File: config.mk
export PLATFORM = sky130hd
export DESIGN_NAME = trm_div
export DESIGN_NICKNAME = d
export VERILOG_FILES = /design/src/rtl/trm_pkg.sv /design/src/rtl/trm_div.sv
export SDC_FILE = /design/constraint.sdc
export NUM_CORES = 1
export LEC_CHECK = 0
export ABC_AREA = 1
export BUFFER_PORTS_ARGS = -buffer_cell sky130_fd_sc_hd__buf_2
export CORE_MARGIN = 8
export CORE_UTILIZATION = 51
export DETAILED_ROUTE_END_ITERATION = 10
export PLACE_DENSITY_LB_ADDON = 0.1
export SYNTH_ARGS = -nofsm -noshare
export SYNTH_HDL_FRONTEND = slang
export SYNTH_SLANG_ARGS = --single-unit
File: constraint.sdc
create_clock -name i_clk -period 3.95 [get_ports i_clk]
set_clock_uncertainty 0.1 [all_clocks]
set_input_delay 0.79 -clock i_clk [delete_from_list [all_inputs] [get_ports i_clk]]
set_output_delay 0.79 -clock i_clk [all_outputs]
set_load 0.02 [all_outputs]
File: src/rtl/trm_pkg.sv
`timescale 1ns / 1ps
// ----------------------------------------------------------------------------
// trm_pkg
// Shared types and constants of the register machine core.
// ----------------------------------------------------------------------------
package trm_pkg;

    localparam int NumRegs = 5;

    typedef enum logic [1:0] {
        CMD_WRITE = 2'd0,
        CMD_START = 2'd1,
        CMD_STEP  = 2'd2,
        CMD_READ  = 2'd3
    } t_cmd;

    typedef enum logic [2:0] {
        STS_DONE     = 3'd0,
        STS_EXECUTED = 3'd1,
        STS_NOT_RUN  = 3'd2,
        STS_HALTED   = 3'd3,
        STS_DIV_ZERO = 3'd4,
        STS_BAD_OP   = 3'd5,
        STS_PC_RANGE = 3'd6
    } t_status;

    typedef enum logic [3:0] {
        ST_CLEAR, ST_IDLE, ST_READ, ST_RDCAP, ST_FETCH, ST_FCAP,
        ST_RDA, ST_RDB, ST_EXEC, ST_ALU, ST_WB, ST_DIV, ST_DONE
    } t_state;

    localparam logic [31:0] OP_LDI  = 32'd0;
    localparam logic [31:0] OP_ST   = 32'd1;
    localparam logic [31:0] OP_ADD  = 32'd2;
    localparam logic [31:0] OP_SUB  = 32'd3;
    localparam logic [31:0] OP_MUL  = 32'd4;
    localparam logic [31:0] OP_DIV  = 32'd5;
    localparam logic [31:0] OP_JMP  = 32'd6;
    localparam logic [31:0] OP_JEQ  = 32'd7;
    localparam logic [31:0] OP_JNE  = 32'd8;
    localparam logic [31:0] OP_CMP  = 32'd9;
    localparam logic [31:0] OP_PRT  = 32'd10;
    localparam logic [31:0] OP_HALT = 32'd11;

    localparam logic [31:0] CarryHi = 32'd65535;
    localparam logic [31:0] CarryLo = 32'hFFFF_8000;

    typedef struct packed {
        logic        start;
        logic [31:0] dividend;
        logic [31:0] divisor;
    } t_div_req;

    function automatic logic [2:0] reg_index(input logic [31:0] code);
        reg_index = (code < 32'(NumRegs)) ? code[2:0] : 3'd0;
    endfunction

endpackage

File: src/rtl/trm_div.sv
`timescale 1ns / 1ps
// ----------------------------------------------------------------------------
// trm_div
// Iterative signed divider, one quotient bit per cycle, truncating.
// ----------------------------------------------------------------------------
module trm_div (
    input  logic                i_clk,
    input  logic                i_rst_n,
    input  trm_pkg::t_div_req   i_req,
    output logic                o_done,
    output logic [31:0]         o_quotient
);
    import trm_pkg::*;

    logic        r_busy, n_busy;
    logic        r_done, n_done;
    logic [4:0]  r_cnt, n_cnt;
    logic [32:0] r_rem, n_rem;
    logic [31:0] r_quo, n_quo;
    logic [31:0] r_den, n_den;
    logic        r_neg, n_neg;
    logic [32:0] rem_sh, diff;

    always_comb begin
        n_busy = r_busy;
        n_done = 1'b0;
        n_cnt  = r_cnt;
        n_rem  = r_rem;
        n_quo  = r_quo;
        n_den  = r_den;
        n_neg  = r_neg;
        rem_sh = {r_rem[31:0], r_quo[31]};
        diff   = rem_sh - {1'b0, r_den};
        if (i_req.start) begin
            n_busy = 1'b1;
            n_cnt  = 5'd0;
            n_rem  = 33'd0;
            n_quo  = i_req.dividend[31] ? (32'd0 - i_req.dividend) : i_req.dividend;
            n_den  = i_req.divisor[31] ? (32'd0 - i_req.divisor) : i_req.divisor;
            n_neg  = i_req.dividend[31] ^ i_req.divisor[31];
        end else if (r_busy) begin
            if (!diff[32]) begin
                n_rem = diff;
                n_quo = {r_quo[30:0], 1'b1};
            end else begin
                n_rem = rem_sh;
                n_quo = {r_quo[30:0], 1'b0};
            end
            n_cnt = r_cnt + 5'd1;
            if (r_cnt == 5'd31) begin
                n_busy = 1'b0;
                n_done = 1'b1;
            end
        end
    end

    always_ff @(posedge i_clk) begin
        if (!i_rst_n) begin
            r_busy <= 1'b0;
            r_done <= 1'b0;
            r_cnt  <= 5'd0;
        end else begin
            r_busy <= n_busy;
            r_done <= n_done;
            r_cnt  <= n_cnt;
        end
        r_rem <= n_rem;
        r_quo <= n_quo;
        r_den <= n_den;
        r_neg <= n_neg;
    end

    assign o_done     = r_done;
    assign o_quotient = r_neg ? (32'd0 - r_quo) : r_quo;

endmodule

# Word-level counts from Yosys, hierarchy flattened
# Cells that the tools add are included.
[totals] reg_bits=104 latchBits=0 mem_bits_rw=0 rom_bits=0 input_bits=67 out_inout_bits=33 wordCells=31 memories=0
[op_classes] n_addsub=5 n_mul=0 div=0 order_cmp=0 eq_ne=1 n_shift=0 muxes=11 bitwise=3 reduce_logical=3
[ops] cell="2-to-1 mux 32 bit" n=5
[ops] cell="subtractor 1 x 32 -> 32 bit, first input constant" n=3
[ops] cell="subtractor 33 x 32 -> 33 bit" n=1
[ops] cell="2-to-1 mux 31 bit" n=1
[ops] cell="adder 5 x 1 -> 5 bit, second input constant" n=1
[ops] cell="== test 5 bit, second input constant" n=1
[ops] cell="2-to-1 mux 1 bit" n=5
[ops] cell="OR reduction 3 bit" n=1
[ops] cell="inverter 1 bit" n=2
[ops] cell="nonzero test 2 bit" n=1
[ops] cell="OR reduction 2 bit" n=1
[ops] cell="bitwise XOR 1 bit" n=1

# Logic depth before layout (Yosys ltp)
# Gate-level depths: netlist (run 1).
[logic_depth] depth_word=4 mapped_depth=19 ltp_nobuf=17

# Worst setup path after synthesis (run 1)
# No wires, ideal clock.
[synth_timing] path_type="flip-flop to output port" start="register r_quo[0]" end="output o_quotient[20]" t_arrival_ns=2.039 setup_slack_ns=1.021 stages_incl_launch_ff=11 path_cell_list="edfxtp_1 inv_1 ha_1 nand2_1 nor3_2 nand2_1 nor2_1 nand2_1 or2_2 o21ai_0 xor2_1"
[synth_via] elab_chain_cells=2
[synth_rtl] item="start, declared" line="trm_div.sv:19" rtl="logic [31:0] r_quo, n_quo;"
[synth_rtl] item="start signal, assigned" line="trm_div.sv:68" rtl="r_quo <= n_quo;"
[synth_rtl] item="subtractor 1 x 32 -> 32 bit" line="trm_div.sv:74" rtl="assign o_quotient = r_neg ? (32'd0 - r_quo) : r_quo;"
[synth_rtl] item="2-to-1 mux 32 bit" line="trm_div.sv:74"
[synth_rtl] item="end, declared" line="trm_div.sv:11" rtl="output logic [31:0] o_quotient"
# Every way passes these cells.

# Worst setup path in the final report (run 1)
[layout_timing] start="register r_quo[0]" end="output o_quotient[18]"
# Same word-level chain as after synthesis.

==> metrics, run 1 <==
prevailing post-synth register cell=edfxtp_1; Max Slew Vio Count=0; Core Rows=49; Worst path slowest cell=edfxtp_1; layout cells sized above 1=8.81%; TNS Setup=0 ps; Root Buffer=clkbuf_16; via count=9003; Pwr Total=2.97 mW; DRT iter0 DRCs=571; crit path kind=reg2out; setup bufs post-CTS=0; Initial Util=51.4%; Post-Syn Area=9180 µm²; Tcrit/Tclk final=90.4%; first-pass GRT wire length=40.7 mm; vias in the first global route=8591; Compound-Gate Fraction of Synth Area=5.97%; DRT antenna net count=0; TritonRoute pass-1 iters=5; main combinational cell family by area after synthesis=simple AND/OR/NAND/NOR gates; CP cell instances=inv_1 -> ha_1 -> nand2_1 -> nor3_2 -> nand2_1 -> nor2_1 -> nand2_1 -> or2_2 -> o21ai_0 -> xor2_1 -> buf_2; Post-Synth Simple-Gate Area=36.7%; detailed-route wire length per cell=14.0 µm; CTS buffer count=9; sequential fraction of the synthesis area=29.8%; Core Util, Final=56.9%; fill count=1830; Worst-path clk slew=70 ps; PortBufs=99; worst-skew pair later-pin latency=350 ps; Seq cells post-synth=104; Routability Congestion=0.958; final global-route overflow total=0; Buf+Inv Stages, Crit Path=2; antenna violations before repair=3; PostCTS Resize Cnt=0; CP peak stage delay=390 ps; die width=150 µm; Max VDD drop=255 µV; EDFF count, synth=65; Post-CTS Hold Buffers=0; multi-input logic area=5220 µm²; Post-Synth XOR/XNOR Area=8.78%; Layout area overhead=10.6%; TritonCTS clock tree=done; largest net degree at the start of global routing=51; fraction of registers with async set/reset=0%; final net count=1667; clk sinks=104; DRC errors left=0; CP Data Required Time=3060 ps; Top Ports=100; GRT Total Usage=22.6%; Max Freq=280 MHz; H-tree Lvls=3; Hold Violations, Final=0; syn_area_per_cell=6.21 µm²; total die area=22500 µm²; core area=17800 µm²; largest fanout on the critical path=4; unrepaired setup endpoints after global routing=no; clk buf depth=2; DP Wirelength=20.4 mm; CP Launch Type=flop; crit end category=primary output; Final Hold Slack=374 ps; CP delay by family, top=simple AND/OR/NAND/NOR gates; Leakage=5.44 nW; vias per cell=5.01; Crit path arrival time=2680 ps; drt total wl=25.1 mm; Netlist cell types=35; Hold Crit Class=reg2reg; sequential cell area=2730 µm²; Yosys warnings=0; Worst path most repeated cell=nand2_1; Adder-Cell Fraction of Synth Area=5.26%; outcome=completed; final setup vio count=0; Net Count, Synth=1583; final worst path period need=3570 ps; MaxCap Viol Count=0; DIE HEIGHT=150 µm; PwrDens=293 nW/µm²; Worst Max-Slew Pin Slew=1030 ps; Mapped Cells=1478; mux cell area share after synthesis=0%; Rel. slew slack=31.0%
-- placed cells by master, fill, tap and decap left out, types with 2 or more instances in the layout --
cell | Yosys | routed
nor3_1 | 30 | 30
buf_2 | 4 | 99
and3_1 | 3 | 3
edfxtp_1 | 65 | 65
o21bai_1 | 2 | 2
xnor2_1 | 24 | 24
a31oi_1 | 5 | 5
dfxtp_1 | 39 | 39
o21ai_0 | 63 | 63
or2_2 | 8 | 8
inv_1 | 292 | 292
nand2_2 | 4 | 4
xor2_1 | 68 | 68
clkinvlp_4 | 0 | 3
buf_4 | 1 | 5
a21oi_1 | 28 | 28
nand3_1 | 102 | 102
nor3_2 | 2 | 2
inv_6 | 0 | 2
ha_1 | 37 | 37
nor2_1 | 125 | 123
a21o_1 | 3 | 3
nand2_1 | 506 | 506
clkbuf_16 | 0 | 9
nor4_1 | 5 | 5
nor2_2 | 2 | 3
and2_1 | 6 | 6
nand4_1 | 21 | 21
-- cell type report --
type	count	share of cell area (%)
antenna	1	0.0246
clock buffer	11	2.39
clock inverter	5	0.394
inverter	293	10.8
multi-input combinational	1050	51.4
sequential	104	26.9
tap	229	2.82
timing repair buffer	104	5.25
-- synth_stat cells (2+ instances only) --
master	number	area, µm²
nand2_1	506	1900
inv_1	292	1100
nor2_1	125	469
nand3_1	102	510
xor2_1	68	596
edfxtp_1	65	1950
o21ai_0	63	315
dfxtp_1	39	781
ha_1	37	463
nor3_1	30	150
a21oi_1	28	140
xnor2_1	24	210
clkbuf_1	22	82.6
nand4_1	21	131
or2_2	8	50.1
and2_1	6	37.5
a31oi_1	5	31.3
nor4_1	5	31.3
buf_2	4	20.0
nand2_2	4	25.0
a21o_1	3	22.5
and3_1	3	18.8
buf_1	2	7.51
buf_6	2	22.5
nor2_2	2	12.5
nor3_2	2	20.0
o21bai_1	2	15.0
-- per-layer routing --
metal / track usage, % / up-vias / share of wire [%]
met3: 3.55 / 41 / 4.6
met1: 30.5 / 4021 / 49
met5: 0 / - / 0.092
li1: - / 4726 / -
met2: 35.9 / 211 / 44
met4: 8.15 / 4 / 2.6
-- report_power, final --
group	switching (mW)	leakage (nW)	internal, mW
logic	0.534	4.34	0.258
clock network	0.418	0.129	0.450
registers	0.0593	0.966	1.25
total	1.01	5.44	1.96
-- worst paths after layout --
kind / start / to / slack (ps) / cells after the start
setup / recovery: r_quo[0]$_DFFE_PP_ / o_quotient[18] / 380 / 11
hold / removal: r_rem[25]$_SDFFE_PP0P_ / r_rem[25]$_SDFFE_PP0P_ / 370 / 2
setup reg to reg: r_quo[31]$_DFFE_PP_ / r_rem[11]$_SDFFE_PP0P_ / 770 / 18
hold reg to reg: r_rem[25]$_SDFFE_PP0P_ / r_rem[25]$_SDFFE_PP0P_ / 370 / 2
-- logic make-up (layout without fill, tap and decap cells) --
family	Yosys count	in the layout
xor+xnor	92	92
buf+inv	324	413
other cells	0	1
fa+ha+maj	38	38
compound gates	104	104
simple gates	816	816
flops	104	104
-- worst register-to-register path, delay by kind of cell, from the launching register on --
family | cells | cell delay, ps
simple gates | 13 | 1500
fa+ha+maj | 2 | 630
flops | 1 | 380
buf+inv | 3 | 480
-- sequential cells by signal, indices dropped and copies added (netlist names) --
register	count
r_busy	1
r_quo	32
r_neg	1
o_done	1
r_den	32
r_cnt	5
r_rem	32
-- through the flow --
stage / area [µm²] / worst slack, ps / std cells
floorplan: 9180 / 1020 / 1478
global placement: 9870 / 690 / 1780
detailed placement: 9870 / 737 / 1780
CTS: 10200 / 341 / 1796
global route: 10200 / 69.3 / 1797
finish: 10200 / 379 / 1797
(Power assumes the default switching activity.)
==> inputs of run 2 (changes only) <==
==> constraint.sdc (replaced) <==
create_clock -name i_clk -period 3.5 [get_ports i_clk]
set_clock_uncertainty 0.1 [all_clocks]
set_input_delay 0.7 -clock i_clk [delete_from_list [all_inputs] [get_ports i_clk]]
set_output_delay 0.7 -clock i_clk [all_outputs]
set_load 0.02 [all_outputs]
==> run 2 against run 1 <==
Global-route usage rose by 0.14 points. Clock power increased by 14%. Routed wire length down 0.18%. Sequential share of layout area shrank 0.17 points. Final cell count is 0.39% higher. Via count up 0.80%. Combinational power increased by 14%. Flip-flop and latch count unchanged. Hold slack gained 2.0 ps. Design area rose by 0.64%. Sequential power up 12%. Setup slack worse by 140 ps. Critical path type unchanged. Critical endpoint is now o_quotient[20]. Largest cell class unchanged.
==> metrics, run 2 (synthesized netlist as in run 1, its figures left out) <==
outcome=completed; setup ws final=241 ps (-139 ps); GRT Total Usage=22.7% (+0.14 points); DRT iter0 DRCs=612 (+7.2%); Psw=1.17 mW (+15%); clk sinks=104 (unchanged); Cell Int Power=2.20 mW (+12%); PwrDens=330 nW/µm² (+13%); TritonRoute pass-1 iters=5 (unchanged); Pwr Total=3.37 mW (+13%); Root Buffer=clkbuf_16; Rel. slew slack=42.5% (+12 points); crit path kind=reg2out; antenna violations before repair=5 (+2); DIE HEIGHT=150 µm (unchanged); H-tree Lvls=3 (unchanged); switch share=34.6% (+0.55 points); Leakage=5.48 nW (+0.73%); first-pass GRT wire length=40.9 mm (+0.71%); TNS Setup=0 ps (unchanged); worst-skew pair later-pin latency=360 ps (about the same); PortBufs=99 (unchanged); Max VDD drop=212 µV (-17%); die width=150 µm (unchanged); largest fanout on the critical path=4 (unchanged); Worst Max-Slew Pin Slew=860 ps (-174 ps); CTS buffer count=9 (unchanged); via count=9075 (+0.80%); Hold Violations, Final=0 (unchanged); Layout area overhead=11.3%; total die area=22500 µm² (unchanged); crit end category=primary output; detailed-route wire length per cell=13.9 µm (-0.57%); clock share of power=29.4% (+0.2 points); Worst-path clk slew=70 ps (about the same); Hold Crit Class=reg2reg; MaxCap Viol Count=0 (unchanged); Max Slew Vio Count=0 (unchanged); Tcrit/Tclk final=93.1%; final global-route overflow total=0 (unchanged); layout cells sized above 1=9.35% (+0.54 points); Max Freq=307 MHz; DRT antenna net count=0 (unchanged); TritonCTS clock tree=done; biggest regs=r_den (32), r_quo (32), r_rem (32); r2r setup slk=450 ps (-320 ps); leading cell type in the layout, fill and taps excluded=nand2_1; drt total wl=25.0 mm (-0.18%); pre-CTS setup slack=485 ps (-252 ps); final net count=1673 (+0.36%); Routability Congestion=0.952 (-0.61%); CP Launch Type=flop; largest net degree at the start of global routing=39 (-24%); core area=17800 µm² (unchanged); Core Rows=49 (unchanged); sequential power share=43.7% (-0.4 points); unrepaired setup endpoints after global routing=no; Initial Util=51.4% (unchanged); final setup vio count=0 (unchanged); DRC errors left=0 (unchanged); vias in the first global route=8353 (-2.8%); setup bufs post-CTS=0 (unchanged); Post-CTS Hold Buffers=0 (unchanged); Crit path arrival time=2460 ps (-220 ps); CP Data Required Time=2700 ps (-360 ps); final worst path period need=3260 ps; combinational share of power=26.8% (about the same); vias per cell=5.03 (+0.41%); DP Wirelength=20.5 mm (+0.64%); Top Ports=100 (unchanged); clk buf depth=2 (unchanged); most frequent cells in the layout=nand2_1, inv_1, nor2_1, nand3_1, buf_2
run 2: metal layers:
layer  share of wire [%]  GRT usage, %  wire length [µm]
met1                  48          31.2             12000
met2                  44          36.1             11100
met3                 5.5          3.70              1390
met4                 2.1          7.05               519
met5                0.13             0                32
run 2: final timing paths:
path / startpoint / end / cells after the start
min: r_rem[9]$_SDFFE_PP0P_ / r_rem[9]$_SDFFE_PP0P_ / 2
max: r_quo[1]$_DFFE_PP_ / o_quotient[20] / 11
max reg2reg: r_quo[31]$_DFFE_PP_ / r_rem[8]$_SDFFE_PP0P_ / 18
min reg2reg: r_rem[9]$_SDFFE_PP0P_ / r_rem[9]$_SDFFE_PP0P_ / 2
run 2: worst max-delay path, stage by stage (launching register included):
cell and delay [ps]:
edfxtp_1 390, inv_1 120, ha_1 170, nand2_1 80, nor3_2 160, nand2_1 110
nor2_2 150, nand2_1 120, or2_2 320, o21ai_1 150, xor2_1 150, buf_2 180
run 2: timing repair:
| item | in CTS | in global routing |
|---|---|---|
| resized for setup | 0 | 5 |
| setup endpoints to repair | 0 | 6 |
| endpoints found under the hold margin | 0 | 0 |
run 2: through the flow:
stage          cell area, µm²  instances  utilization (%)  hold WS [ps]
2_1_floorplan            9180       1478                -           343
3_3_place_gp             9930       1786             55.6           360
3_5_place_dp             9930       1786             55.6           364
4_1_cts                 10200       1802             57.2           376
5_1_grt                 10200       1804             57.3           391
6_report                10200       1804             57.3           376
run 2: layout make-up:
| type | instances | area, µm² |
|---|---|---|
| fill | 1823 | 7620 |
| multi-input combinational | 1050 | 5220 |
| sequential | 104 | 2730 |
| inverter | 293 | 1100 |
| timing repair buffer | 110 | 591 |
| tap | 229 | 287 |
| clock buffer | 10 | 229 |
| clock inverter | 6 | 51.3 |
| antenna | 2 | 5.00 |
run 2: power groups by stage:
| stage | Sequential [mW] | Combinational (mW) | Clock, mW |
|---|---|---|---|
| 6_report | 1.47 | 0.904 | 0.992 |
| 2_1_floorplan | 1.48 | 0.604 | 0 |
| 3_3_place_gp | 1.50 | 0.894 | 0 |
| 5_1_grt | 1.49 | 1.00 | 1.07 |
| 4_1_cts | 1.47 | 0.903 | 1.03 |
| 3_5_place_dp | 1.50 | 0.898 | 0 |
